<file path="config.mk">
export PLATFORM = sky130hd
export DESIGN_NAME = prc_stage
export DESIGN_NICKNAME = d
export VERILOG_FILES = /design/src/design/prc_pkg.sv /design/src/design/prc_stage.sv
export SDC_FILE = /design/constraint.sdc
export NUM_CORES = 1
export LEC_CHECK = 0
export ABC_AREA = 1
export BUFFER_PORTS_ARGS = -buffer_cell sky130_fd_sc_hd__buf_2
export CAP_MARGIN = 20
export CORE_AREA = 4 4 199 201
export DETAILED_ROUTE_END_ITERATION = 7
export DIE_AREA = 0 0 203 205
export SLEW_MARGIN = 20
export SYNTH_ARGS = -nofsm -noshare
export SYNTH_HDL_FRONTEND = slang
export SYNTH_SLANG_ARGS = --single-unit
</file>
<file path="constraint.sdc">
create_clock -name i_clk -period 8.2 [get_ports i_clk]
set_input_delay 0 -clock i_clk [delete_from_list [all_inputs] [get_ports i_clk]]
set_output_delay 0 -clock i_clk [all_outputs]
set_load 0.1 [all_outputs]
</file>
<file path="src/design/prc_pkg.sv">
// Shared types, constants and the arctangent table for the polar/rectangular converter.
// Depends on nothing; every other file of the block imports this package.
`default_nettype none

package prc_pkg;

    // Coordinate width at the ports and CORDIC depth.
    localparam int unsigned DATA_WIDTH = 16;
    localparam int unsigned ITERATIONS = 16;

    // Internal fixed point: coordinates carry GUARD_BITS fraction bits.
    localparam int unsigned GUARD_BITS = 20;
    localparam int unsigned INT_W      = DATA_WIDTH + GUARD_BITS + 4;

    // Angles are held as 32-bit binary units, 2^31 standing for pi.
    localparam int unsigned ANG_W     = 32;
    localparam int unsigned ANG_SHIFT = ANG_W - DATA_WIDTH;

    // Inverse CORDIC gain, Q0.32.
    localparam logic [31:0] GAIN_INV  = 32'd2608131496;
    localparam int unsigned GAIN_SHIFT = 32 - GUARD_BITS;

    localparam int unsigned TABLE_LEN = 32;
    localparam int unsigned IDX_W     = $clog2(TABLE_LEN);
    localparam int unsigned ITER_N    = (ITERATIONS < TABLE_LEN) ? ITERATIONS : TABLE_LEN;

    // Multiply register, prep register, one register per iteration, output register.
    localparam int unsigned LATENCY = ITER_N + 3;

    // Conversion direction codes.
    localparam logic MODE_TO_RECT  = 1'b0;
    localparam logic MODE_TO_POLAR = 1'b1;

    // atan(2^-i) in binary units, 2^32 per full turn.
    localparam logic [31:0] ATAN_BAU [TABLE_LEN] = '{
        32'd536870912, 32'd316933406, 32'd167458907, 32'd85004756,
        32'd42667331,  32'd21354465,  32'd10679838,  32'd5340245,
        32'd2670163,   32'd1335087,   32'd667544,    32'd333772,
        32'd166886,    32'd83443,     32'd41722,     32'd20861,
        32'd10430,     32'd5215,      32'd2608,      32'd1304,
        32'd652,       32'd326,       32'd163,       32'd81,
        32'd41,        32'd20,        32'd10,        32'd5,
        32'd3,         32'd1,         32'd1,         32'd0
    };

    typedef struct packed {
        logic                          action;
        logic signed [DATA_WIDTH-1:0]  x_in;
        logic signed [DATA_WIDTH-1:0]  y_in;
        logic        [DATA_WIDTH-2:0]  radius_in;
        logic signed [DATA_WIDTH-1:0]  angle_in;
    } t_prc_in;

    typedef struct packed {
        logic signed [DATA_WIDTH-1:0]  x_out;
        logic signed [DATA_WIDTH-1:0]  y_out;
        logic        [DATA_WIDTH-1:0]  radius_out;
        logic signed [DATA_WIDTH-1:0]  angle_out;
    } t_prc_out;

    // Working vector that moves down the pipeline.
    typedef struct packed {
        logic                     mode;
        logic                     origin;
        logic signed [INT_W-1:0]  x;
        logic signed [INT_W-1:0]  y;
        logic        [ANG_W-1:0]  ang;
    } t_prc_vec;

endpackage

`default_nettype wire

</file>
<file path="src/design/prc_stage.sv">
// One CORDIC micro-rotation with its pipeline register.
// Depends on prc_pkg for the vector type and the arctangent table.
`default_nettype none

module prc_stage
    import prc_pkg::*;
(
    input  wire logic             i_clk,
    input  wire logic             i_rst_n,
    input  wire logic [IDX_W-1:0] i_idx,
    input  wire logic             i_valid,
    input  wire t_prc_vec         i_vec,
    output logic                  o_valid,
    output t_prc_vec              o_vec
);

    logic                    r_valid;
    t_prc_vec                r_vec;
    t_prc_vec                n_vec;
    logic signed [INT_W-1:0] dx;
    logic signed [INT_W-1:0] dy;
    logic                    sub;

    // Rotation drives the angle to zero; vectoring drives y to zero.
    always_comb begin
        dx    = i_vec.y >>> i_idx;
        dy    = i_vec.x >>> i_idx;
        sub   = (i_vec.mode == MODE_TO_POLAR) ? i_vec.y[INT_W-1] : ~i_vec.ang[ANG_W-1];
        n_vec = i_vec;
        if (sub) begin
            n_vec.x   = i_vec.x - dx;
            n_vec.y   = i_vec.y + dy;
            n_vec.ang = i_vec.ang - ATAN_BAU[i_idx];
        end else begin
            n_vec.x   = i_vec.x + dx;
            n_vec.y   = i_vec.y - dy;
            n_vec.ang = i_vec.ang + ATAN_BAU[i_idx];
        end
    end

    always_ff @(posedge i_clk) begin
        if (!i_rst_n) begin
            r_valid <= 1'b0;
        end else begin
            r_valid <= i_valid;
        end
    end

    always_ff @(posedge i_clk) begin
        r_vec <= n_vec;
    end

    assign o_valid = r_valid;
    assign o_vec   = r_vec;

endmodule

`default_nettype wire

</file>
==> summary.md <==
| Metric | Value |
|---|---|
| PnR worst setup slack | about 2600 ps |
| Status | complete, no violations |
| Height of the die | ~200 um |
| Number of synthesized flops with an enable pin | 0 |
| Buffers added on ports | around 240 |
| Met3 track utilization from global routing | 0.0484 |
| Power, Total | 5.72 mW |
| DR DRC count | 0 |
| Row count | a little over 70 |
| Max-slew violation count | 0 |
| Pwr/cell area | 298 nW/um^2 |
| Die area | about 42000 um^2 |
| Worst hold path type | in -> reg |
| Setup violators final | 0 |
| Routed length per instance | around 19 um |
| RSZ-0062 raised after global routing | false |
| Number of primary I/O pins | approximately 240 |
| Startpoint-to-endpoint class of the critical path | in -> reg |
| Yosys warns | 0 |
| Worst VDD drop | 0.400 mV |
| Cell area after synthesis | 16800 um^2 |
| First-pass GRT wire length | 104000 um |
| Crit-path slowest cell | o21ai_1 |
| Number of nets in the finished design | roughly 3400 |
| Share of Yosys cell area claimed by the top area cell type | 0.203 |
| Detail Placement HPWL | approximately 56000 um |
| Postcts setup bufs | 0 |
| Via count of the first global-routing pass | 19200 |
| Number of antenna violations at the first check in global routing | 1 |
| GR Layer Usage met1 | 0.423 |
| Post-route clock period utilization | 0.685 |
| Most common cell after layout, fill and taps aside | nand2_1 |
| Number of DRC markers after the initial detailed-route iteration | 1885 |
| Number of unique standard cell types used by synthesis | between 50 and 60 |
| Final wirelength | around 68000 um |
| Max cap viols | 0 |
| Predominant post-synthesis flop cell | dfxtp_1 |
| Number of sinks on the clock net | roughly 120 |
| Critical Path Source Type | primary input |
| Met2 usage in global routing | 0.523 |
| Cell at the root of the clock tree | clkbuf_16 |
| Area overhead of the layout relative to synthesis | 14.4% |
| Share of layout cells above drive strength 1 | 0.128 |
| First drt pass iteration count | 8 |
| Most used cell, CP | nand2_1 |
| Number of buffers inserted during clock tree synthesis | 17 |
| Global routing's busiest layer | met2 |
| Initial standard-cell utilization of the core | 0.446 |
| Number of inserted filler cells in the final layout | a little over 4000 |
| Placement-stage worst setup slack | 2340 ps |
| CTS tree | yes |
| Largest net degree at the start of global routing | just over 80 |
| Final GP Congestion | roughly 0.96 |
| Share of synthesized area occupied by flip-flops and latches | 0.137 |
| Arrival time at the worst endpoint | between 5000 and 6000 ps |
| Routed vias | between 20000 and 25000 |
| Post-synthesis register bit count | 115 |
| List of cells traversed by the critical path | buf_2 > buf_4 > nand2_1 > nor2_1 > nor3_1 > a311oi_2 > ha_1 > nand3_1 > nor2_1 > nand3_1 > o21ai_1 > xor2_1 > ha_1 > nand2_1 > inv_1 > nand2_1 > nor3_1 > a211oi_1 > inv_1 > a21oi_1 > o31ai_1 > xor2_1 |
| Number of endpoints with negative hold slack in the final report | 0 |
| Per-instance average area after synthesis | ~5.7 um^2 |
| Instance count of the mapped netlist | a little under 3000 |
| Tightest hold margin | 14.7 ps |
| Reg clk slew, reported paths | roughly 60 ps |
| Worst Path Max Fanout | 70 |
| Biggest area contributors in the synthesized netlist | nand2_1 20%, dfxtp_1 14%, nand3_1 13%, ha_1 8.9%, xor2_1 6.3% |
| Synth async-reset ratio | 0 |
| Worst stage delay on the critical path | around 800 ps |
| Relative slew margins | 0.285 |
| Critical path data required time | around 8500 ps |
| Overflow left after global routing | 0 |
| Transition time of the tightest slew-check pin | between 1000 and 1500 ps |
| LEAKAGE | about 10 nW |
| Maximum clock insertion buffer count | 2 |
| Antenna-violating nets left | 0 |
| Synth area leader | nand2_1 |
| Via density per instance | approximately 5.6 |
| Highest clock rate | around 0.18 GHz |
| Final core utilization | 0.511 |
| Syn Nets | between 3000 and 4000 |
| Horizontal die dimension | just over 200 um |
| Final-layout setup total negative slack | 0 ps |
| Top library cells by usage in the layout, fill and taps aside | 907 x nand2_1, 448 x nand3_1, 252 x inv_1 |
| Period minus WS final | approximately 5600 ps |
| Standard cell core area | 37600 um^2 |
| H-tree Lvls | 4 |
| Total global-route track usage | 0.318 |
| Endpoint type of the worst setup path | flip-flop |
## stage by stage
stage / cell area (um^2) / std cells
floorplan: 16800 / 2924
global placement: 18100 / 3580
detailed placement: 18100 / 3580
CTS: 19200 / 3655
global route: 19200 / 3655
finish: 19200 / 3656
## Yosys cell counts, types with 18 or more instances
cell type	n
nand2_1	907
buf_2	37
nand2_2	23
nand4_1	23
clkbuf_1	36
o21ai_0	101
xnor2_1	59
dfxtp_1	115
nor3_1	26
ha_1	119
inv_1	253
nor2_2	26
nand3_1	448
a31oi_1	32
nor2_1	224
inv_2	35
xor2_1	120
a21oi_1	165
o21ai_1	18
## worst paths after layout
| check | cells past startpoint | from | to | slack (ps) |
|---|---|---|---|---|
| setup / recovery | 22 | i_idx[2] | o_vec[22] | 2580 |
| hold / removal | 3 | i_vec[42] | o_vec[42] | 10 |
## worst max-delay path: cells and delay by family
| kind | cells | cell delay [ps] |
|---|---|---|
| buffers and inverters | 4 | 1280 |
| and+or+nand+nor | 9 | 1440 |
| xor gates and xnor gates | 2 | 320 |
| adders and majority gates | 2 | 640 |
| AOI/OAI and AO/OA | 5 | 2240 |
## sequential cells by signal, indices dropped and copies added, names as in the netlist
signal   count
o_valid      1
o_vec      114
## cell families (layout without fill, tap and decap cells)
family | count (synthesis) | count (layout) | synth area share
simple gates | 1716 | 1716 | 0.441
compound gates | 400 | 400 | 0.138
buf+inv | 392 | 612 | 0.0972
xor+xnor | 179 | 179 | 0.0935
fa+ha+maj | 122 | 122 | 0.0924
flops | 115 | 115 | 0.137
other cells | 0 | 1 | 0
## area by class of cell
type | instances | area [um^2] | share of cell area
multi-input combinational | 2417 | 12800 | 0.669
sequential | 115 | 2300 | 0.120
timing repair buffer | 293 | 1720 | 0.0896
inverter | 288 | 1080 | 0.0563
tap | 511 | 639 | 0.0333
clock buffer | 21 | 440 | 0.0230
clock inverter | 10 | 159 | 0.00828
antenna | 1 | 2.50 | 0.000130
## where the power goes
| group | total (mW) | switching (mW) | internal [mW] |
|---|---|---|---|
| clock | 0.787 | 0.284 | 0.503 |
| combinational | 4.04 | 3.24 | 0.799 |
| sequential | 0.892 | 0.0688 | 0.823 |
## routing by layer
metal	vias to the layer above	wire, um
met5	-	0
met4	0	2290
met3	106	4670
met2	830	31100
met1	9307	30200
li1	10100	-
## timing repair
| action | CTS | global route |
|---|---|---|
| resized for setup | 0 | 0 |
| hold buffers | 44 | 0 |
| endpoints found under the hold margin | 43 | 0 |
(Power assumes the default switching activity.)
