$ cat src/design/prc_pkg.sv
// Shared types, constants and the arctangent table for the polar/rectangular converter.
// Depends on nothing; every other file of the block imports this package.
`default_nettype none

package prc_pkg;

    // Coordinate width at the ports and CORDIC depth.
    localparam int unsigned DATA_WIDTH = 16;
    localparam int unsigned ITERATIONS = 16;

    // Internal fixed point: coordinates carry GUARD_BITS fraction bits.
    localparam int unsigned GUARD_BITS = 20;
    localparam int unsigned INT_W      = DATA_WIDTH + GUARD_BITS + 4;

    // Angles are held as 32-bit binary units, 2^31 standing for pi.
    localparam int unsigned ANG_W     = 32;
    localparam int unsigned ANG_SHIFT = ANG_W - DATA_WIDTH;

    // Inverse CORDIC gain, Q0.32.
    localparam logic [31:0] GAIN_INV  = 32'd2608131496;
    localparam int unsigned GAIN_SHIFT = 32 - GUARD_BITS;

    localparam int unsigned TABLE_LEN = 32;
    localparam int unsigned IDX_W     = $clog2(TABLE_LEN);
    localparam int unsigned ITER_N    = (ITERATIONS < TABLE_LEN) ? ITERATIONS : TABLE_LEN;

    // Multiply register, prep register, one register per iteration, output register.
    localparam int unsigned LATENCY = ITER_N + 3;

    // Conversion direction codes.
    localparam logic MODE_TO_RECT  = 1'b0;
    localparam logic MODE_TO_POLAR = 1'b1;

    // atan(2^-i) in binary units, 2^32 per full turn.
    localparam logic [31:0] ATAN_BAU [TABLE_LEN] = '{
        32'd536870912, 32'd316933406, 32'd167458907, 32'd85004756,
        32'd42667331,  32'd21354465,  32'd10679838,  32'd5340245,
        32'd2670163,   32'd1335087,   32'd667544,    32'd333772,
        32'd166886,    32'd83443,     32'd41722,     32'd20861,
        32'd10430,     32'd5215,      32'd2608,      32'd1304,
        32'd652,       32'd326,       32'd163,       32'd81,
        32'd41,        32'd20,        32'd10,        32'd5,
        32'd3,         32'd1,         32'd1,         32'd0
    };

    typedef struct packed {
        logic                          action;
        logic signed [DATA_WIDTH-1:0]  x_in;
        logic signed [DATA_WIDTH-1:0]  y_in;
        logic        [DATA_WIDTH-2:0]  radius_in;
        logic signed [DATA_WIDTH-1:0]  angle_in;
    } t_prc_in;

    typedef struct packed {
        logic signed [DATA_WIDTH-1:0]  x_out;
        logic signed [DATA_WIDTH-1:0]  y_out;
        logic        [DATA_WIDTH-1:0]  radius_out;
        logic signed [DATA_WIDTH-1:0]  angle_out;
    } t_prc_out;

    // Working vector that moves down the pipeline.
    typedef struct packed {
        logic                     mode;
        logic                     origin;
        logic signed [INT_W-1:0]  x;
        logic signed [INT_W-1:0]  y;
        logic        [ANG_W-1:0]  ang;
    } t_prc_vec;

endpackage

`default_nettype wire

$ cat src/design/prc_front.sv
// Front end of the converter: gain pre-scale multiply, then quadrant folding.
// Depends on prc_pkg.
`default_nettype none

module prc_front
    import prc_pkg::*;
(
    input  wire logic     i_clk,
    input  wire logic     i_rst_n,
    input  wire logic     i_valid,
    input  wire t_prc_in  i_item,
    output logic          o_valid,
    output t_prc_vec      o_vec
);

    localparam int unsigned PROD_W = DATA_WIDTH + 1 + 33;

    logic                      r_mul_valid;
    t_prc_vec                  r_mul;
    t_prc_vec                  n_mul;
    logic                      r_prep_valid;
    t_prc_vec                  r_prep;
    t_prc_vec                  n_prep;

    logic signed [DATA_WIDTH:0] opa;
    logic signed [DATA_WIDTH:0] opb;
    logic signed [32:0]         gain;
    logic signed [PROD_W-1:0]   prod_a;
    logic signed [PROD_W-1:0]   prod_b;

    // Stage 1: scale the start vector by the inverse gain.
    always_comb begin
        gain = $signed({1'b0, GAIN_INV});
        if (i_item.action == MODE_TO_POLAR) begin
            opa = {i_item.x_in[DATA_WIDTH-1], i_item.x_in};
            opb = {i_item.y_in[DATA_WIDTH-1], i_item.y_in};
        end else begin
            opa = $signed({2'b00, i_item.radius_in});
            opb = '0;
        end
        prod_a = PROD_W'(opa) * PROD_W'(gain);
        prod_b = PROD_W'(opb) * PROD_W'(gain);

        n_mul.mode   = i_item.action;
        n_mul.origin = (i_item.action == MODE_TO_POLAR) &&
                       (i_item.x_in == '0) && (i_item.y_in == '0);
        n_mul.x      = INT_W'(prod_a >>> GAIN_SHIFT);
        n_mul.y      = INT_W'(prod_b >>> GAIN_SHIFT);
        n_mul.ang    = ANG_W'($unsigned(i_item.angle_in)) << ANG_SHIFT;
    end

    // Stage 2: fold the problem into the right half plane.
    always_comb begin
        n_prep = r_mul;
        if (r_mul.mode == MODE_TO_RECT) begin
            if (r_mul.ang[ANG_W-1] != r_mul.ang[ANG_W-2]) begin
                n_prep.x   = -r_mul.x;
                n_prep.ang = r_mul.ang ^ (ANG_W'(1) << (ANG_W - 1));
            end
        end else begin
            n_prep.ang = '0;
            if (r_mul.x[INT_W-1]) begin
                n_prep.x   = -r_mul.x;
                n_prep.y   = -r_mul.y;
                n_prep.ang = ANG_W'(1) << (ANG_W - 1);
            end
        end
    end

    always_ff @(posedge i_clk) begin
        if (!i_rst_n) begin
            r_mul_valid  <= 1'b0;
            r_prep_valid <= 1'b0;
        end else begin
            r_mul_valid  <= i_valid;
            r_prep_valid <= r_mul_valid;
        end
    end

    always_ff @(posedge i_clk) begin
        r_mul  <= n_mul;
        r_prep <= n_prep;
    end

    assign o_valid = r_prep_valid;
    assign o_vec   = r_prep;

endmodule

`default_nettype wire

$ cat config.mk
export PLATFORM = sky130hd
export DESIGN_NAME = prc_front
export DESIGN_NICKNAME = d
export VERILOG_FILES = /design/src/design/prc_pkg.sv /design/src/design/prc_front.sv
export SDC_FILE = /design/constraint.sdc
export NUM_CORES = 1
export LEC_CHECK = 0
export ABC_AREA = 1
export BUFFER_PORTS_ARGS = -buffer_cell sky130_fd_sc_hd__buf_2
export CAP_MARGIN = 20
export CELL_PAD_IN_SITES_DETAIL_PLACEMENT = 0
export CELL_PAD_IN_SITES_GLOBAL_PLACEMENT = 1
export CORE_ASPECT_RATIO = 1.1
export CORE_MARGIN = 5
export CORE_UTILIZATION = 42
export CTS_CLUSTER_SIZE = 16
export DETAILED_ROUTE_END_ITERATION = 10
export PLACE_DENSITY_LB_ADDON = 0.1
export SLEW_MARGIN = 40
export SYNTH_ARGS = -nofsm -noshare
export SYNTH_HDL_FRONTEND = slang
export SYNTH_SLANG_ARGS = --single-unit
$ cat constraint.sdc
create_clock -name i_clk -period 5.9 [get_ports i_clk]
set_input_delay 0.59 -clock i_clk [delete_from_list [all_inputs] [get_ports i_clk]]
set_output_delay 0.59 -clock i_clk [all_outputs]
set_load 0.01 [all_outputs]
==> results.toml, run 1 <==
[timing]
final.period_utilization_pct = 96.33
max_freq_ghz = 0.1760
tightest_slew_ns = 0.7388
setup_viol_count_final = 0
finalSetupTns_ns = 0
slew_headroom_pct = 50.33
finalCriticalPeriod_ns = 5.683
maxSlewViolCount = 0
finalWorstSetupSlack_ns = 0.2167
finClkSkew_ns = 0.01033
hold_viol = 0
rsz0062_at_grt = "yes"

[detailed_routing]
drc = 0
dr_total_vias = 21700
ant_nets = 0
drt_first_iter_violations = 1100
wl_mm = 84.70
dr.pass1.iters = 5
viasPerCell = 4.811
route.detailed.wl_per_inst_um = 18.78

[clock_network]
cts_root_buf = "clkbuf_16"
ctsHoldBuffers = 0
cts_max_path_buffers = 2
clock_latency_ns = 0.44
cts_tree = "done"
numCtsBuffers = 17
numClockSinks = 194
clk_pin_slew_ns = 0.08
htreeDepth = 4

[finish]
final_layout_size_suffix_gt1_share_pct = 20.90
fill_cells = 5864
final_cell_mix = "inv_1, nand2_1, buf_4"
layout_commonest_cell = "inv_1"
area_delta_synth_final_pct = 23.04
fin_nets = 4454
fin_cells = 4510

[setup_path]
critPathBufInv = 5
r2r_cells = 7
cp_slowest_cell = "fa_1"
cp-end-kind = "flop"
worst-path-stages = 21
critPathTopFamily = "adder cells"
critical_path_class = "primary input to flop"
start_kind = "primary input"
rrSetupSlack_ns = 3.32
required_ns = 6.22
cpMostUsedCell = "fa_1"
cp.arrival_ns = 6.00
cp_slowest_stage_delay_ns = 0.59
crit_fanout = 7
crit_chain = "buf_8, clkinvlp_4, buf_4, nand2_1, o21ai_1, buf_4, ha_1, fa_1, ha_1, inv_1, o21bai_1, fa_1, fa_1, fa_1, ha_1, a21oi_1, o21ai_0, a21oi_1, o21ai_0, a21oi_1, xnor2_2"

[placement]
post-place-cells = 4471
port_buffers = 165
dp_hpwl_mm = 77.01
gp_congestion = 0.9746
dp_slack_ns = -0.5897

[synthesis]
yosysSeqAreaShare_pct = 15.43
synth_ff_type = "dfxtp_1"
synth_area_um2 = 25160
synth_compound_area_share_pct = 7.364
yosys-top-cells-area = "fa_1, ha_1, dfxtp_1, inv_1, nand2_1"
synth_top_cell_area_share_pct = 25.70
ys_ff_latch = 194
synth.area.mux_share_pct = 0
synth.largest_area_cell = "fa_1"
synthArstFlopShare_pct = 0
syn_avg_cell_area_um2 = 8.009
synthXorXnorAreaFrac_pct = 5.186
synth_top_family_by_area = "adder cells"
synth_simple_gate_area_share_pct = 16.61
synth_edf_count = 0
yosys.area_share.adder_pct = 42.40
yosys.cell_types.count = 57
yosysWarnings = 0
synthCells = 3142

[outcome]
status = "complete, no violations"

[grt]
overflow = 0
grt_usage_pct = 26.28
grt_pass1_vias = 23720
antenna_found_initial = 0
grt_start_max_net_pins = 32
grt_pass1_wl_mm = 131.7

[floorplanning]
fp.dieW_um = 243.4
rows = 94
start_util_pct = 42.20
core_area_um2 = 59630
io_pins = 182
design.die.area_um2 = 64910
die_y_um = 266.7

[hold_path]
whs_path_depth = 1
min-delay-path-class = "primary input to flop"

[job]
max_cap_violations = 0
cell usage after synthesis (3+ instances only):
library cell / n
o21ai_0: 92
nand4_1: 18
o211ai_1: 8
nor4_1: 12
inv_2: 5
ha_1: 336
dfxtp_1: 194
o22a_1: 3
or2_1: 3
nand3_2: 7
nor2_1: 314
nand3_1: 84
buf_4: 17
xor2_1: 120
o21ai_2: 4
buf_1: 3
nor3_1: 34
o21bai_1: 18
a21o_1: 24
o21a_1: 9
o21ai_1: 8
clkbuf_1: 6
or2_2: 19
fa_1: 323
xnor2_1: 29
inv_1: 808
nand2_4: 3
nand2_2: 18
nand2_1: 437
a21oi_1: 116
a31oi_1: 19
buf_2: 6
nor2_2: 7
nor2_4: 5
a21boi_0: 3
per-stage QoR:
stage          util (%)  hold slack [ns]  cell area (um^2)
2_1_floorplan         -           0.3096             25250
3_3_place_gp      50.24           0.3196             29960
3_5_place_dp      50.25           0.3236             29960
4_1_cts           51.21           0.2122             30530
5_1_grt           51.92           0.2161             30960
6_report          51.92           0.2387             30960
worst reg2reg max path, stage by stage, from the launching register on:
cell and delay, ns:
dfxtp_1 0.30, buf_4 0.23, nand2_1 0.50, clkinv_1 0.77, o21ai_2 0.27, and2b_1 0.19, xor2_1 0.17, inv_1 0.05
what timing repair did:
item | CTS | global route
pin swaps | 0 | 22
cloned | 0 | 2
setup endpoints to repair | 5 | 60
gates resized for setup | 5 | 98
setup buffers | 0 | 4
hold endpoints to repair | 0 | 0
logic make-up (layout without fill, tap and decap cells):
kind of cell | after synthesis | count (layout)
AND/OR/NAND/NOR | 973 | 973
buffers and inverters | 849 | 1433
adder cells (fa/ha/maj) | 659 | 659
AO/OA/AOI/OAI | 317 | 317
flip-flops | 194 | 194
XOR/XNOR | 149 | 149
other | 1 | 17
flip-flops by register name, summed over array words and instances (netlist names):
signal / count
n_prep: 2
o_valid: 1
r_mul: 92
r_mul_valid: 1
o_vec: 98
layout make-up:
| type | instances | area (um^2) | share of cell area, % |
|---|---|---|---|
| Clock inverter | 13 | 126.4 | 0.4082 |
| Sequential cell | 194 | 3884 | 12.54 |
| Clock buffer | 19 | 432.9 | 1.398 |
| Timing Repair inverter | 1 | 7.507 | 0.02425 |
| Antenna cell | 1 | 2.502 | 0.008083 |
| Timing Repair Buffer | 584 | 4011 | 12.96 |
| Multi-Input combinational cell | 2114 | 18470 | 59.64 |
| Tap cell | 768 | 960.9 | 3.104 |
| Inverter | 816 | 3069 | 9.914 |
routing by layer:
layer / part of all wire [%] / up-vias / global-route usage, %
li1: - / 10700 / -
met1: 40 / 10490 / 30.10
met2: 54 / 377 / 51.17
met3: 2.2 / 134 / 2.113
met4: 4.2 / 0 / 9.126
met5: 0 / - / 0
path summary, 6_finish.rpt:
check	startpoint	to
worst max-delay path	i_item[63]	r_mul[91]
worst max register to register	n_prep[113]	o_vec[69]
worst min-delay path	i_item[13]	r_mul[29]
worst min register to register	n_prep[112]	o_vec[112]
Power of run 1 is left out: the tool's default activity adds up to more than one toggle a clock period on the data nets, which glitch-free logic cannot reach.
==> inputs of run 2 (changes only) <==
- ABC_AREA: 1 -> not set
- CORE_UTILIZATION: 42 -> 25
==> run 2 against run 1 <==
Effect of this change:
- global-route usage decreased by 9.8 points
- cell count down 9.0%
- core utilization decreased by 18 points
- register-to-register slack worse by 0.28 ns
- count of clock-buffer cells in the layout did not move
- critical path type unchanged
- die area increased by 48%
- the run now ends with negative setup slack left
- critical path depth rose by 4
- setup slack lost 0.50 ns
- final area down 2.7%
==> results.toml, run 2 <==
[synthesis]
synth_common_cells = "inv_1, ha_1, fa_1"
ys_ff_latch = 194
synth_top_cell_area_share_pct = 28.83
synth_ff_type = "dfxtp_1"
synth_compound_area_share_pct = 9.105
synth.area.mux_share_pct = 0.9986
synthArstFlopShare_pct = 0
synthCells = 2275
synth_simple_gate_area_share_pct = 8.351
synth.largest_area_cell = "fa_1"
yosys.cell_types.count = 80
yosys.area_share.adder_pct = 47.58
yosysWarnings = 0
synth_top_family_by_area = "adder cells"
syn_avg_cell_area_um2 = 9.858
yosysMostFrequentCell = "inv_1"
synthXorXnorAreaFrac_pct = 6.912
yosys-top-cells-area = "fa_1, ha_1, dfxtp_1, inv_1, xnor2_1"
synth_area_um2 = 22430
synth_edf_count = 0
yosysSeqAreaShare_pct = 17.32

[floorplanning]
rows = 115
io_pins = 182
start_util_pct = 25.14
core_area_um2 = 89210
design.die.area_um2 = 95810
fp.dieW_um = 295.6
die_y_um = 324.1

[timing]
rsz0062_at_grt = "yes"
final.period_utilization_pct = 104.7
finalCriticalPeriod_ns = 6.180
slew_headroom_pct = 46.26
finalWorstSetupSlack_ns = -0.2796
finClkSkew_ns = 0.02902
tightest_slew_ns = 0.8042
max_freq_ghz = 0.1618
hold_viol = 0
finalSetupTns_ns = -4.430
maxSlewViolCount = 0
setup_viol_count_final = 36

[finish]
largest_reg_flops = 98
area_delta_synth_final_pct = 34.28
fill_cells = 9410
post-route-util_pct = 33.76
layout_commonest_cell = "inv_1"
fin_nets = 3648
final_layout_size_suffix_gt1_share_pct = 31.24
multi_input_area_um2 = 17480
antenna-diode-count = 0
register_area_um2 = 3884
final_cell_mix = "inv_1, buf_4, ha_1"
fin_cells = 4105

[placement]
post-place-cells = 4037
dp_slack_ns = -1.121
port_buffers = 165
dp_hpwl_mm = 70.35
gp_congestion = 0.8950

[clock_network]
numClockSinks = 194
clock_latency_ns = 0.49
cts_tree = "done"
cts_root_buf = "clkbuf_16"
numCtsBuffers = 17
clk_pin_slew_ns = 0.08
ctsHoldBuffers = 0
htreeDepth = 4
cts_max_path_buffers = 2

[outcome]
violations = "negative setup slack"
status = "complete, but fails checks"

[grt]
grt_usage_pct = 16.51
grt_pass1_vias = 19440
grt_pass1_wl_mm = 117.0
antenna_found_initial = 1
grt_start_max_net_pins = 25
overflow = 0

[detailed_routing]
viasPerCell = 4.161
dr_total_vias = 17080
ant_nets = 0
dr.pass1.iters = 4
drc = 0
wl_mm = 77.40
route.detailed.wl_per_inst_um = 18.86
drt_first_iter_violations = 583

[setup_path]
start_kind = "primary input"
cp_slowest_stage_delay_ns = 0.59
cp-end-kind = "flop"
critPathBufInv = 9
crit_fanout = 6
required_ns = 6.28
cp_slowest_cell = "fa_2"
critPathTopFamily = "adder cells"
cp.arrival_ns = 6.56
critical_path_class = "primary input to flop"

[hold_path]
min-delay-path-class = "primary input to flop"

[job]
max_cap_violations = 0
==> run 2: cell count changes in the layout (fill, tap and decap cells not counted), moves of 26 or more <==
cell     before  now
nor2b_1       0   26
a21oi_1     108   72
xor2_1      117   70
a21o_1       24   63
buf_4       417  464
inv_1       799  492
nand2_1     432   77
xnor2_1      27   99
o21ai_0      74   43
buf_6         0   26
nor2_1      299   65
nand3_1      81   17
==> run 2: logic make-up (layout without fill, tap and decap cells) <==
group | Yosys count | count (layout)
fa+ha+maj | 659 | 659
buf+inv | 564 | 1209
simple gates | 357 | 357
compound gates | 302 | 302
flops | 194 | 194
xor+xnor | 177 | 177
mux | 21 | 21
other cells | 1 | 16
==> run 2: routing by layer <==
| metal | wire (um) | vias up | share of wire, % | track usage, % |
|---|---|---|---|---|
| li1 | - | 8504 | - | - |
| met1 | 29980 | 8299 | 39 | 18.04 |
| met2 | 43630 | 203 | 56 | 32.99 |
| met3 | 1566 | 76 | 2.0 | 2.129 |
| met4 | 2218 | 0 | 2.9 | 4.762 |
| met5 | 0 | - | 0 | 0 |
==> run 2: worst register-to-register path: cells and delay by family, from the launching register on <==
kind | cells | cell delay, ns
mux | 1 | 0.16
compound gates | 1 | 0.15
flops | 1 | 0.34
fa+ha+maj | 1 | 0.26
simple gates | 8 | 1.90
==> run 2: metrics by stage <==
| step | hold slack (ns) | cell area (um^2) |
|---|---|---|
| final | 0.1976 | 30120 |
| after global routing | 0.1462 | 30120 |
| after CTS | 0.1313 | 29560 |
| after detailed placement | 0.3139 | 28320 |
| after global placement | 0.3226 | 28320 |
| after floorplan | 0.3096 | 22890 |
==> run 2: cell type report <==
type / instances / area share (%)
clock inverter: 13 / 0.5442
clock buffer: 19 / 1.504
inverter: 516 / 6.431
timing repair buffer: 661 / 15.74
multi-input combinational: 1532 / 58.03
sequential: 194 / 12.90
tap: 1170 / 4.861
==> run 2: path summary, 6_finish.rpt <==
kind | from | end | slack, ns | cells after the start
worst max-delay path | i_item[63] | r_mul[109] | -0.28 | 25
worst min-delay path | i_item[9] | r_mul[25] | 0.20 | 1
worst max register to register | r_mul[76] | o_vec[111] | 3.04 | 11
worst min register to register | n_prep[112] | o_vec[112] | 0.34 | 0
==> run 2: repair_timing <==
item	in CTS	in global routing
gates resized for setup	93	103
setup endpoints to repair	51	54
pin swaps	81	74
hold endpoints to repair	0	0
gates cloned	1	0
setup buffers	25	17
Power of run 2 is left out for the same reason.
