$ cat config.mk
export PLATFORM = sky130hd
export DESIGN_NAME = prc_back
export DESIGN_NICKNAME = d
export VERILOG_FILES = /design/src/design/prc_pkg.sv /design/src/design/prc_back.sv
export SDC_FILE = /design/constraint.sdc
export NUM_CORES = 1
export LEC_CHECK = 0
export BUFFER_PORTS_ARGS = -buffer_cell sky130_fd_sc_hd__clkbuf_2
export CAP_MARGIN = 20
export CORE_MARGIN = 8
export CORE_UTILIZATION = 30
export CTS_BUF_LIST = sky130_fd_sc_hd__clkbuf_4 sky130_fd_sc_hd__clkbuf_8
export DETAILED_ROUTE_END_ITERATION = 8
export PLACE_DENSITY = 0.65
export SLEW_MARGIN = 30
export SYNTH_ARGS = -nofsm -noshare
export SYNTH_HDL_FRONTEND = slang
export SYNTH_SLANG_ARGS = --single-unit
$ cat constraint.sdc
create_clock -name i_clk -period 3.25 [get_ports i_clk]
set_input_delay 0.65 -clock i_clk [delete_from_list [all_inputs] [get_ports i_clk]]
set_output_delay 0.65 -clock i_clk [all_outputs]
set_load 0.02 [all_outputs]
$ cat src/design/prc_pkg.sv
// Shared types, constants and the arctangent table for the polar/rectangular converter.
// Depends on nothing; every other file of the block imports this package.
`default_nettype none

package prc_pkg;

    // Coordinate width at the ports and CORDIC depth.
    localparam int unsigned DATA_WIDTH = 16;
    localparam int unsigned ITERATIONS = 16;

    // Internal fixed point: coordinates carry GUARD_BITS fraction bits.
    localparam int unsigned GUARD_BITS = 20;
    localparam int unsigned INT_W      = DATA_WIDTH + GUARD_BITS + 4;

    // Angles are held as 32-bit binary units, 2^31 standing for pi.
    localparam int unsigned ANG_W     = 32;
    localparam int unsigned ANG_SHIFT = ANG_W - DATA_WIDTH;

    // Inverse CORDIC gain, Q0.32.
    localparam logic [31:0] GAIN_INV  = 32'd2608131496;
    localparam int unsigned GAIN_SHIFT = 32 - GUARD_BITS;

    localparam int unsigned TABLE_LEN = 32;
    localparam int unsigned IDX_W     = $clog2(TABLE_LEN);
    localparam int unsigned ITER_N    = (ITERATIONS < TABLE_LEN) ? ITERATIONS : TABLE_LEN;

    // Multiply register, prep register, one register per iteration, output register.
    localparam int unsigned LATENCY = ITER_N + 3;

    // Conversion direction codes.
    localparam logic MODE_TO_RECT  = 1'b0;
    localparam logic MODE_TO_POLAR = 1'b1;

    // atan(2^-i) in binary units, 2^32 per full turn.
    localparam logic [31:0] ATAN_BAU [TABLE_LEN] = '{
        32'd536870912, 32'd316933406, 32'd167458907, 32'd85004756,
        32'd42667331,  32'd21354465,  32'd10679838,  32'd5340245,
        32'd2670163,   32'd1335087,   32'd667544,    32'd333772,
        32'd166886,    32'd83443,     32'd41722,     32'd20861,
        32'd10430,     32'd5215,      32'd2608,      32'd1304,
        32'd652,       32'd326,       32'd163,       32'd81,
        32'd41,        32'd20,        32'd10,        32'd5,
        32'd3,         32'd1,         32'd1,         32'd0
    };

    typedef struct packed {
        logic                          action;
        logic signed [DATA_WIDTH-1:0]  x_in;
        logic signed [DATA_WIDTH-1:0]  y_in;
        logic        [DATA_WIDTH-2:0]  radius_in;
        logic signed [DATA_WIDTH-1:0]  angle_in;
    } t_prc_in;

    typedef struct packed {
        logic signed [DATA_WIDTH-1:0]  x_out;
        logic signed [DATA_WIDTH-1:0]  y_out;
        logic        [DATA_WIDTH-1:0]  radius_out;
        logic signed [DATA_WIDTH-1:0]  angle_out;
    } t_prc_out;

    // Working vector that moves down the pipeline.
    typedef struct packed {
        logic                     mode;
        logic                     origin;
        logic signed [INT_W-1:0]  x;
        logic signed [INT_W-1:0]  y;
        logic        [ANG_W-1:0]  ang;
    } t_prc_vec;

endpackage

`default_nettype wire

$ cat src/design/prc_back.sv
// Output stage: rounds the CORDIC result, saturates it and registers the result.
// Depends on prc_pkg.
`default_nettype none

module prc_back
    import prc_pkg::*;
(
    input  wire logic     i_clk,
    input  wire logic     i_rst_n,
    input  wire logic     i_valid,
    input  wire t_prc_vec i_vec,
    output logic          o_done,
    output t_prc_out      o_result
);

    localparam int unsigned QW = INT_W + 1 - GUARD_BITS;
    localparam logic signed [QW-1:0] SMAX = QW'((64'd1 << (DATA_WIDTH - 1)) - 64'd1);
    localparam logic signed [QW-1:0] SMIN = -SMAX - QW'(1);
    localparam logic signed [QW-1:0] UMAX = QW'((64'd1 << DATA_WIDTH) - 64'd1);
    localparam logic signed [INT_W:0] HALF_C = (INT_W+1)'(1) << (GUARD_BITS - 1);
    localparam logic [ANG_W:0] HALF_A = ((ANG_W+1)'(1) << ANG_SHIFT) >> 1;

    logic                    r_done;
    t_prc_out                r_result;
    t_prc_out                n_result;
    logic signed [INT_W:0]   sum_x;
    logic signed [INT_W:0]   sum_y;
    logic signed [QW-1:0]    qx;
    logic signed [QW-1:0]    qy;
    logic        [ANG_W:0]   sum_a;
    logic signed [DATA_WIDTH-1:0] sat_x;
    logic signed [DATA_WIDTH-1:0] sat_y;
    logic        [DATA_WIDTH-1:0] sat_r;

    always_comb begin
        sum_x = (INT_W+1)'(i_vec.x) + HALF_C;
        sum_y = (INT_W+1)'(i_vec.y) + HALF_C;
        qx    = sum_x[INT_W:GUARD_BITS];
        qy    = sum_y[INT_W:GUARD_BITS];
        sum_a = {1'b0, i_vec.ang} + HALF_A;

        if (qx > SMAX) begin
            sat_x = DATA_WIDTH'(SMAX);
        end else if (qx < SMIN) begin
            sat_x = DATA_WIDTH'(SMIN);
        end else begin
            sat_x = qx[DATA_WIDTH-1:0];
        end

        if (qy > SMAX) begin
            sat_y = DATA_WIDTH'(SMAX);
        end else if (qy < SMIN) begin
            sat_y = DATA_WIDTH'(SMIN);
        end else begin
            sat_y = qy[DATA_WIDTH-1:0];
        end

        if (qx > UMAX) begin
            sat_r = DATA_WIDTH'(UMAX);
        end else if (qx < 0) begin
            sat_r = '0;
        end else begin
            sat_r = qx[DATA_WIDTH-1:0];
        end

        n_result = '0;
        if (i_vec.mode == MODE_TO_RECT) begin
            n_result.x_out = sat_x;
            n_result.y_out = sat_y;
        end else if (!i_vec.origin) begin
            n_result.radius_out = sat_r;
            n_result.angle_out  = sum_a[ANG_SHIFT +: DATA_WIDTH];
        end
    end

    always_ff @(posedge i_clk) begin
        if (!i_rst_n) begin
            r_done <= 1'b0;
        end else begin
            r_done <= i_valid;
        end
    end

    always_ff @(posedge i_clk) begin
        r_result <= n_result;
    end

    assign o_done   = r_done;
    assign o_result = r_result;

endmodule

`default_nettype wire

==> reports/qor.csv, run 1 <==
stage;metric;value;unit
critical_path;path_cells;clkbuf_2 > nand4_4 > or4_4 > nor4_2 > nor3_1 > o311ai_4 > buf_4 > o21ai_2;
synth;synth.mux.area_fraction;0.392;%
place;io_buffers;128;
floorplan;die_h;114;µm
synth;avgSynthCellArea;9.13;µm²
critical_path;critPathLaunch;i_vec[56];
routing;route.detailed.drc;0;
floorplan;die_w;114;µm
clock_network;postCtsSetupBuffers;0;
timing;final_max_slew_viol_count;0;
floorplan;core-area;9280;µm²
routing;drt-initial-drc-count;100;
clock_network;cts.clk_slew.worst_paths;0.07;ns
critical_path;cp_max_fo;10;
synth;ys_seq_elements;65;
pwr;p_leak;1.71;nW
run_status;status;finished, final reports clean;
critical_path;cp.arrival;2.66;ns
place;place_area;3670;µm²
timing;slew_headroom;59.1;%
synth;synth_compound_area_share;14.1;%
routing;drt-wirelength-per-cell;13.6;µm
place;dpl.hpwl;6.42;mm
synth;synth-edff-count;0;
pwr;power.share.switching;27.1;%
synth;netlist_area;2880;µm²
clock_network;cts_tree;done;
floorplan;start_util;31.0;%
timing;worst_pin_slew;0.613;ns
synth;yosysWarnings;0;
final_layout;num_antenna_cells;0;
pwr;ir_drop;199;µV
synth;synthSimpleGateAreaFrac;21.5;%
synth;ys_types;38;
pwr;pwr-share-clk;37.2;%
synth;ys.flop_type;dfxtp_1;
critical_path;critPathRequiredTime;3.46;ns
clock_network;numCtsBuffers;9;
critical_path;path_class;primary input to flop;
global_route;antenna_found_initial;0;
timing;finalHoldViolations;0;
clock_network;cts_max_level;3;
timing;tns;0;ns
routing;antenna_left;0;
final_layout;syn_to_final_growth;34.6;%
routing;wirelength;7.90;mm
global_route;first_global_vias;2755;
global_route;grt_pass1_wl;13.0;mm
pwr;p_per_area;481;nW/µm²
timing;period_needed;2.44;ns
hold_path;min_path_type;primary input to flop;
routing;vias_per_cell;4.58;
clock_network;hold_buffers;0;
pwr;p_seq_share;46.1;%
clock_network;root_buffer;clkbuf_8;
place;gp_congestion;0.790;
critical_path;endpoint;o_result[42];
timing;finalSetupViolations;0;
critical_path;endpoint_kind;flop;
synth;syn-instance-count;315;
routing;first_pass_iters;6;
global_route;gr-usage-all-layers;12.5;%
pwr;netSwitchingPower;0.000505;W
timing;finalCritPeriodShare;75.1;%
global_route;grt_max_degree;18;
synth;yosys.area_share.adder;1.31;%
floorplan;rows;35;
timing;rsz0062_at_grt;no;
pwr;p_comb_share;16.6;%
clock_network;clk_path_buf_depth;2;
pwr;internal_power;0.00136;W
floorplan;pin_count;182;
synth;synth-async-reset-ratio;0;%
final_layout;final_net_count;569;
routing;vias;2664;
synth;ys_seq_area_share;45.3;%
clock_network;postCtsResizedCells;0;
synth;synth_top_family_by_area;simple AND/OR/NAND/NOR gates;
critical_path;slowest_delay;0.58;ns
global_route;gr-total-overflow;0;
timing;max_freq;0.409;GHz
critical_path;crit_path_start_kind;primary input;
final_layout;fin_area;3870;µm²
synth;synth-xor-area-share;14.3;%
clock_network;clock_sinks;65;
final_layout;drive_gt1_share;36.9;%
synth;synth_nets;435;
run;max-cap-violations;0;
floorplan;dieArea;13000;µm²
critical_path;slowest_stage;or4_4;
[worst min path at each step]
stage               start            to  slack [ns]  cells past startpoint
2_1_floorplan  i_vec[113]  o_result[47]        0.72                      1
3_3_place_gp      i_valid        o_done        0.85                      2
3_5_place_dp      i_valid        o_done        0.86                      2
4_1_cts           i_valid        o_done        0.50                      2
5_1_grt           i_rst_n        o_done        0.49                      2
6_report          i_valid        o_done        0.52                      2
[registers in the layout (all words and copies together), names as in the netlist]
signal / count
o_result: 64
o_done: 1
[through the flow]
step	utilization (%)	total power [W]	hold WS, ns	setup WS [ns]	std cells
finish	41.7	0.00186	0.516	0.808	582
global route	41.7	0.00196	0.492	0.695	582
CTS	41.7	0.00190	0.497	0.807	582
detailed placement	39.5	0.00119	0.860	0.443	567
global placement	39.5	0.00119	0.851	0.503	567
floorplan	-	0.00105	0.722	0.829	315
[routing by layer]
| layer | vias up | track usage (%) | share of wire [%] |
|---|---|---|---|
| met5 | - | 0 | 0 |
| met4 | 0 | 4.53 | 1.4 |
| met3 | 10 | 6.29 | 11 |
| met2 | 99 | 20.2 | 45 |
| met1 | 1186 | 13.9 | 43 |
| li1 | 1369 | - | - |
[cells in the mapped netlist, types with 2 or more instances]
library cell / number / share of area [%]
a21oi_1: 17 / 3.0
a311oi_1: 2 / 0.61
a31oi_1: 2 / 0.44
and2_1: 3 / 0.65
and3_1: 7 / 1.5
and4_1: 3 / 0.91
buf_2: 2 / 0.35
clkbuf_1: 8 / 1.0
dfxtp_1: 65 / 45
ha_1: 3 / 1.3
inv_1: 10 / 1.3
nand2_1: 18 / 2.3
nand2b_1: 5 / 1.1
nand3_1: 20 / 3.5
nand4_1: 14 / 3.0
nor2_1: 33 / 4.3
nor3_1: 5 / 0.87
nor4_2: 4 / 1.7
o21ai_1: 21 / 3.7
o21ai_2: 10 / 3.0
xnor2_1: 21 / 6.4
xor2_1: 26 / 7.9
[kinds of logic (layout without fill, tap and decap cells)]
logic type,count (synthesis),in the layout
buffers and inverters,21,159
XOR/XNOR,47,47
AO/OA/AOI/OAI,62,62
AND/OR/NAND/NOR,116,116
flip-flops,65,65
adder cells (fa/ha/maj),3,3
multiplexers,1,1
[placed cells by master (no fill, tap or decap), types with 2 or more instances in the layout]
master,instances
nand3_1,20
ha_1,3
and3_1,7
and4_1,3
nor2_1,33
inv_1,10
nor3_1,5
buf_4,6
nand4_1,14
and2_1,3
xnor2_1,21
a21oi_1,17
xor2_1,26
clkbuf_8,11
a311oi_1,2
o21ai_2,10
nand2_1,18
clkinv_2,2
nand2b_1,5
a31oi_1,2
dfxtp_1,65
o21ai_1,21
nor4_2,4
clkbuf_2,128
[cell type report]
class | instances | area, µm²
fillers | 967 | 5410
multi-input cells | 229 | 1490
flip-flops and latches | 65 | 1300
repair buffers | 134 | 686
well taps | 129 | 161
clock buffers | 12 | 159
clock inverters | 3 | 40.0
inverters | 10 | 37.5
[power groups by stage]
stage | logic (W) | clock network [W] | registers [W]
floorplan | 0.000106 | 0 | 0.000942
detailed placement | 0.000314 | 0 | 0.000877
global placement | 0.000310 | 0 | 0.000877
finish | 0.000310 | 0.000694 | 0.000859
global route | 0.000341 | 0.000757 | 0.000864
CTS | 0.000315 | 0.000721 | 0.000860
[critical path: cells and delay by family]
kind	cells	cell delay [ns]
buf+inv	2	0.44
simple gates	4	1.09
compound gates	2	0.48
Power figures use the tool's default switching activity.
==> run 2, diff against run 1 <==
clock period = 2.3 ns   (was 3.25 ns; I/O delays follow)
==> reports/qor.csv, run 2 (synthesized netlist as in run 1, its figures left out) <==
stage;metric;value;unit;change
hold_path;worstHoldStart;i_valid;;
critical_path;cp.arrival;2.21;ns;-0.45 ns
clock_network;postCtsSetupBuffers;0;;unchanged
routing;antenna_left;0;;unchanged
routing;drt-wirelength-per-cell;13.3;µm;-1.7%
global_route;gr-usage-all-layers;12.6;%;+0.046 points
final_layout;largest_reg_flops;64;;unchanged
floorplan;dieArea;13000;µm²;unchanged
timing;final_max_slew_viol_count;0;;unchanged
critical_path;worst-path-buf-inv;2;;unchanged
global_route;gr-total-overflow;0;;unchanged
pwr;ir_drop;284;µV;+42%
routing;vias;2725;;+2.3%
pwr;p_leak;1.80;nW;+4.8%
timing;worst_pin_slew;0.424;ns;-0.190 ns
critical_path;endpoint_kind;flop;;
timing;finalCritPeriodShare;86.7;%;
critical_path;path_class;primary input to flop;;
floorplan;start_util;31.0;%;unchanged
pwr;p_per_area;648;nW/µm²;+35%
routing;first_pass_iters;6;;unchanged
floorplan;die_w;114;µm;unchanged
clock_network;clk_path_buf_depth;2;;unchanged
floorplan;rows;35;;unchanged
final_layout;num_antenna_cells;0;;unchanged
clock_network;hold_buffers;0;;unchanged
final_layout;drive_gt1_share;39.0;%;+2.2 points
timing;max_freq;0.502;GHz;
critical_path;crit_family;simple AND/OR/NAND/NOR gates;;
clock_network;cts.clk_slew.worst_paths;0.07;ns;about the same
critical_path;slowest_stage;or4_4;;
critical_path;slowest_delay;0.56;ns;-0.02 ns
floorplan;die_h;114;µm;unchanged
global_route;grt_max_degree;17;;-1
timing;period_needed;1.99;ns;
pwr;netSwitchingPower;0.000711;W;+41%
timing;finalHoldViolations;0;;unchanged
global_route;grt_pass1_wl;13.2;mm;+1.5%
timing;layout_setup_ws;0.306;ns;-0.501 ns
floorplan;core-area;9280;µm²;unchanged
critical_path;crit_path_start_kind;primary input;;
pwr;power;0.00260;W;+39%
clock_network;cts_max_level;3;;unchanged
routing;wirelength;7.98;mm;+1.0%
place;post-place-ws;-0.0516;ns;-0.495 ns
run_status;status;finished, final reports clean;;
critical_path;cp_max_fo;5;;-5
routing;route.detailed.drc;0;;unchanged
pwr;pwr-share-clk;35.5;%;-1.7 points
final_layout;regArea;1300;µm²;unchanged
final_layout;layout_common_cells;clkbuf_2, dfxtp_1, nor2_1;;
place;dpl.hpwl;6.53;mm;+1.7%
hold_path;hold_end;o_done;;
routing;drt-initial-drc-count;100;;unchanged
critical_path;critPathRequiredTime;2.52;ns;-0.94 ns
place;io_buffers;128;;unchanged
hold_path;min_path_type;primary input to flop;;
global_route;first_global_vias;2785;;+1.1%
routing;vias_per_cell;4.56;;-0.45%
pwr;internal_power;0.00189;W;+39%
global_route;antenna_found_initial;0;;unchanged
final_layout;mostFrequentLayoutCell;clkbuf_2;;
final_layout;n_fill_cell;962;;-0.52%
clock_network;postCtsResizedCells;0;;unchanged
clock_network;numCtsBuffers;9;;unchanged
floorplan;pin_count;182;;unchanged
critical_path;path_cells;clkbuf_2 > nand4_4 > or4_4 > nor4_2 > nor3_1 > o311ai_4 > buf_4 > o21ai_1;;
timing;slew_headroom;71.5;%;+12 points
place;gp_congestion;0.795;;+0.71%
pwr;p_seq_share;46.7;%;+0.6 points
clock_network;cts_tree;done;;
final_layout;multi_input_area;1490;µm²;unchanged
final_layout;final_net_count;586;;+3.0%
clock_network;clock_sinks;65;;unchanged
run;max-cap-violations;0;;unchanged
final_layout;syn_to_final_growth;39.3;%;
clock_network;root_buffer;clkbuf_8;;
pwr;power.share.switching;27.4;%;+0.26 points
timing;rsz0062_at_grt;no;;
pwr;p_comb_share;17.7;%;+1.1 points
timing;finalSetupViolations;0;;unchanged
hold_path;min_path_cells;2;;unchanged
==> run 2: per-layer routing <==
layer / global-route usage (%) / vias up / wire, µm
met3: 6.76 / 8 / 834
met5: 0 / - / 0
met1: 14.1 / 1214 / 3530
met4: 3.99 / 0 / 78
met2: 20.0 / 102 / 3530
li1: - / 1401 / -
==> run 2: final cells by class <==
class,instances,area share [%]
timing repair buffer,151,20.9
multi-input combinational,229,37.1
clock buffer,10,3.44
inverter,10,0.937
clock inverter,4,1.12
sequential,65,32.5
tap,129,4.03
==> run 2: how the worst max path moves through the flow <==
| stage | startpoint | endpoint | slack (ns) | depth (start not counted) |
|---|---|---|---|---|
| 2_1_floorplan | i_vec[95] | o_result[53] | 0.07 | 7 |
| 3_3_place_gp | i_vec[57] | o_result[39] | -0.02 | 8 |
| 3_5_place_dp | i_vec[59] | o_result[39] | -0.05 | 8 |
| 4_1_cts | i_vec[59] | o_result[39] | 0.31 | 8 |
| 5_1_grt | i_vec[56] | o_result[36] | 0.20 | 8 |
| 6_report | i_vec[57] | o_result[36] | 0.31 | 8 |
==> run 2: power by group through the flow <==
stage,Combinational (W),Clock [W],Sequential (W)
2_1_floorplan,0.000150,0,0.00133
3_3_place_gp,0.000460,0,0.00124
4_1_cts,0.000466,0.000958,0.00122
3_5_place_dp,0.000465,0,0.00124
5_1_grt,0.000504,0.00101,0.00122
6_report,0.000461,0.000922,0.00121
==> run 2: per-stage QoR <==
stage	setup TNS, ns	instance area (µm²)	hold WS (ns)	util, %	cells
final	0	4010	0.326	43.2	598
after floorplan	0	2880	0.532	-	315
after global placement	-0.0575	3820	0.662	41.2	584
after CTS	0	4010	0.305	43.2	598
after detailed placement	-0.368	3820	0.667	41.2	584
after global routing	0	4010	0.308	43.2	598
==> run 3, diff against run 2 <==
ABC_CLOCK_PERIOD_IN_PS = 2300   (was unset)
REMOVE_ABC_BUFFERS = 1   (was unset)
==> reports/qor.csv, run 3 (synthesized netlist as in run 1, its figures left out) <==
stage;metric;value;unit;change
pwr;p_comb_share;17.7;%;about the same
timing;period_needed;2.03;ns;+0.0318 ns
clock_network;cts_tree;done;;
run;max-cap-violations;0;;unchanged
final_layout;syn_to_final_growth;38.1;%;
clock_network;hold_buffers;0;;unchanged
place;gp_congestion;0.887;;+12%
routing;wirelength;8.08;mm;+1.3%
global_route;grt_max_degree;17;;unchanged
pwr;p_leak;1.78;nW;-1.1%
global_route;gr-usage-all-layers;12.7;%;+0.10 points
routing;drt-initial-drc-count;33;;-67%
clock_network;numCtsBuffers;9;;unchanged
clock_network;postCtsSetupBuffers;0;;unchanged
clock_network;cts_max_level;3;;unchanged
final_layout;final_net_count;581;;-0.85%
critical_path;endpoint;o_result[38];;
clock_network;clock_sinks;65;;unchanged
routing;drt-wirelength-per-cell;13.6;µm;+2.0%
critical_path;slowest_delay;0.43;ns;-0.13 ns
floorplan;start_util;31.0;%;unchanged
final_layout;layout_common_cells;clkbuf_2, dfxtp_1, nor2_1;;
pwr;ir_drop;211;µV;-26%
timing;final_max_slew_viol_count;0;;unchanged
pwr;p_seq_share;46.8;%;about the same
pwr;p_per_area;653;nW/µm²;+0.66%
timing;worst_pin_slew;0.496;ns;+0.0723 ns
clock_network;root_buffer;clkbuf_8;;
floorplan;die_w;114;µm;unchanged
clock_network;cts.clk_slew.worst_paths;0.06;ns;about the same
global_route;grt_pass1_wl;13.3;mm;+1.4%
timing;rsz0062_at_grt;no;;
floorplan;die_h;114;µm;unchanged
routing;vias_per_cell;4.58;;+0.49%
critical_path;crit_path_start_kind;primary input;;
global_route;antenna_found_initial;1;;+1
critical_path;critPathRequiredTime;2.55;ns;+0.03 ns
place;post-place-ws;-0.0357;ns;+0.0159 ns
global_route;first_global_vias;2866;;+2.9%
critical_path;path_class;primary input to flop;;
timing;finalSetupViolations;0;;unchanged
final_layout;drive_gt1_share;38.5;%;-0.52 points
critical_path;critPathLaunch;i_vec[51];;
critical_path;slowest_stage;nor3_1;;
floorplan;dieArea;13000;µm²;unchanged
floorplan;rows;35;;unchanged
floorplan;pin_count;182;;unchanged
run_status;status;finished, final reports clean;;
final_layout;largest_reg_flops;64;;unchanged
timing;layout_setup_ws;0.274;ns;-0.0318 ns
hold_path;min_path_type;primary input to flop;;
timing;finalCritPeriodShare;88.1;%;+1.4 points
global_route;gr-total-overflow;0;;unchanged
pwr;netSwitchingPower;0.000706;W;-0.59%
timing;max_freq;0.494;GHz;-1.6%
routing;route.detailed.drc;0;;unchanged
pwr;pwr-share-clk;35.5;%;about the same
critical_path;path_cells;clkbuf_2 > ha_1 > nand4_1 > nor3_1 > buf_4 > a211oi_1 > a31oi_1 > o311ai_4 > buf_12 > o21ai_1;;
timing;timing.hold.ws;0.327;ns;+0.00138 ns
pwr;internal_power;0.00188;W;-0.12%
floorplan;core-area;9280;µm²;unchanged
place;io_buffers;128;;unchanged
pwr;power;0.00259;W;-0.25%
critical_path;cp_max_fo;15;;+10
final_layout;num_antenna_cells;0;;unchanged
timing;finalHoldViolations;0;;unchanged
routing;antenna_left;0;;unchanged
clock_network;postCtsResizedCells;0;;unchanged
critical_path;endpoint_kind;flop;;
clock_network;clk_path_buf_depth;2;;unchanged
final_layout;mostFrequentLayoutCell;clkbuf_2;;
routing;vias;2720;;-0.18%
routing;first_pass_iters;4;;-2
critical_path;cp.arrival;2.28;ns;+0.07 ns
pwr;power.share.switching;27.3;%;-0.093 points
place;dpl.hpwl;6.72;mm;+3.0%
timing;slew_headroom;66.7;%;-4.9 points
## run 3: cell count changes in the layout (fill, tap and decap cells not counted), sizes merged
cell	previous run	this run
buf	23	18
clkbuf	138	139
## run 3: critical path: cells and delay by family
kind	cells	cell delay, ns
compound gates	4	0.52
fa+ha+maj	1	0.17
buf+inv	3	0.51
simple gates	2	0.60
## run 3: layer usage
layer  vias up  global-route usage, %  part of all wire [%]
li1       1394                      -                     -
met1      1216                   13.8                    41
met2        94                   21.1                    48
met3        14                   5.02                   8.8
met4         2                   6.21                   2.0
met5         -                      0                  0.12
## run 3: metrics by stage
step	setup TNS, ns	cells	util [%]	instance area, µm²
6_report	0	594	42.8	3970
5_1_grt	0	594	42.8	3970
4_1_cts	0	594	42.8	3970
3_5_place_dp	-0.207	579	40.8	3790
3_3_place_gp	0	579	40.8	3790
2_1_floorplan	-0.518	304	-	2820
## run 3: power groups by stage
stage          logic (W)  registers [W]  clock network, W
2_1_floorplan   0.000144        0.00133                 0
3_3_place_gp    0.000457        0.00124                 0
3_5_place_dp    0.000465        0.00124                 0
4_1_cts         0.000466        0.00121          0.000948
5_1_grt         0.000500        0.00122          0.000997
6_report        0.000458        0.00121          0.000920
## run 3: layout make-up
type	instances	area (µm²)
Clock buffer	11	139
Clock inverter	4	45.0
Fill cell	948	5310
Inverter	10	37.5
Multi-Input combinational cell	229	1490
Sequential cell	65	1300
Tap cell	129	161
Timing Repair Buffer	146	801
## run 3: how the worst min path moves through the flow
| stage | from | slack, ns | to | depth (start not counted) |
|---|---|---|---|---|
| after floorplan | i_vec[113] | 0.53 | o_result[47] | 1 |
| after global placement | i_valid | 0.66 | o_done | 2 |
| after detailed placement | i_valid | 0.66 | o_done | 2 |
| after CTS | i_valid | 0.30 | o_done | 2 |
| after global routing | i_valid | 0.32 | o_done | 2 |
| final | i_valid | 0.33 | o_done | 2 |
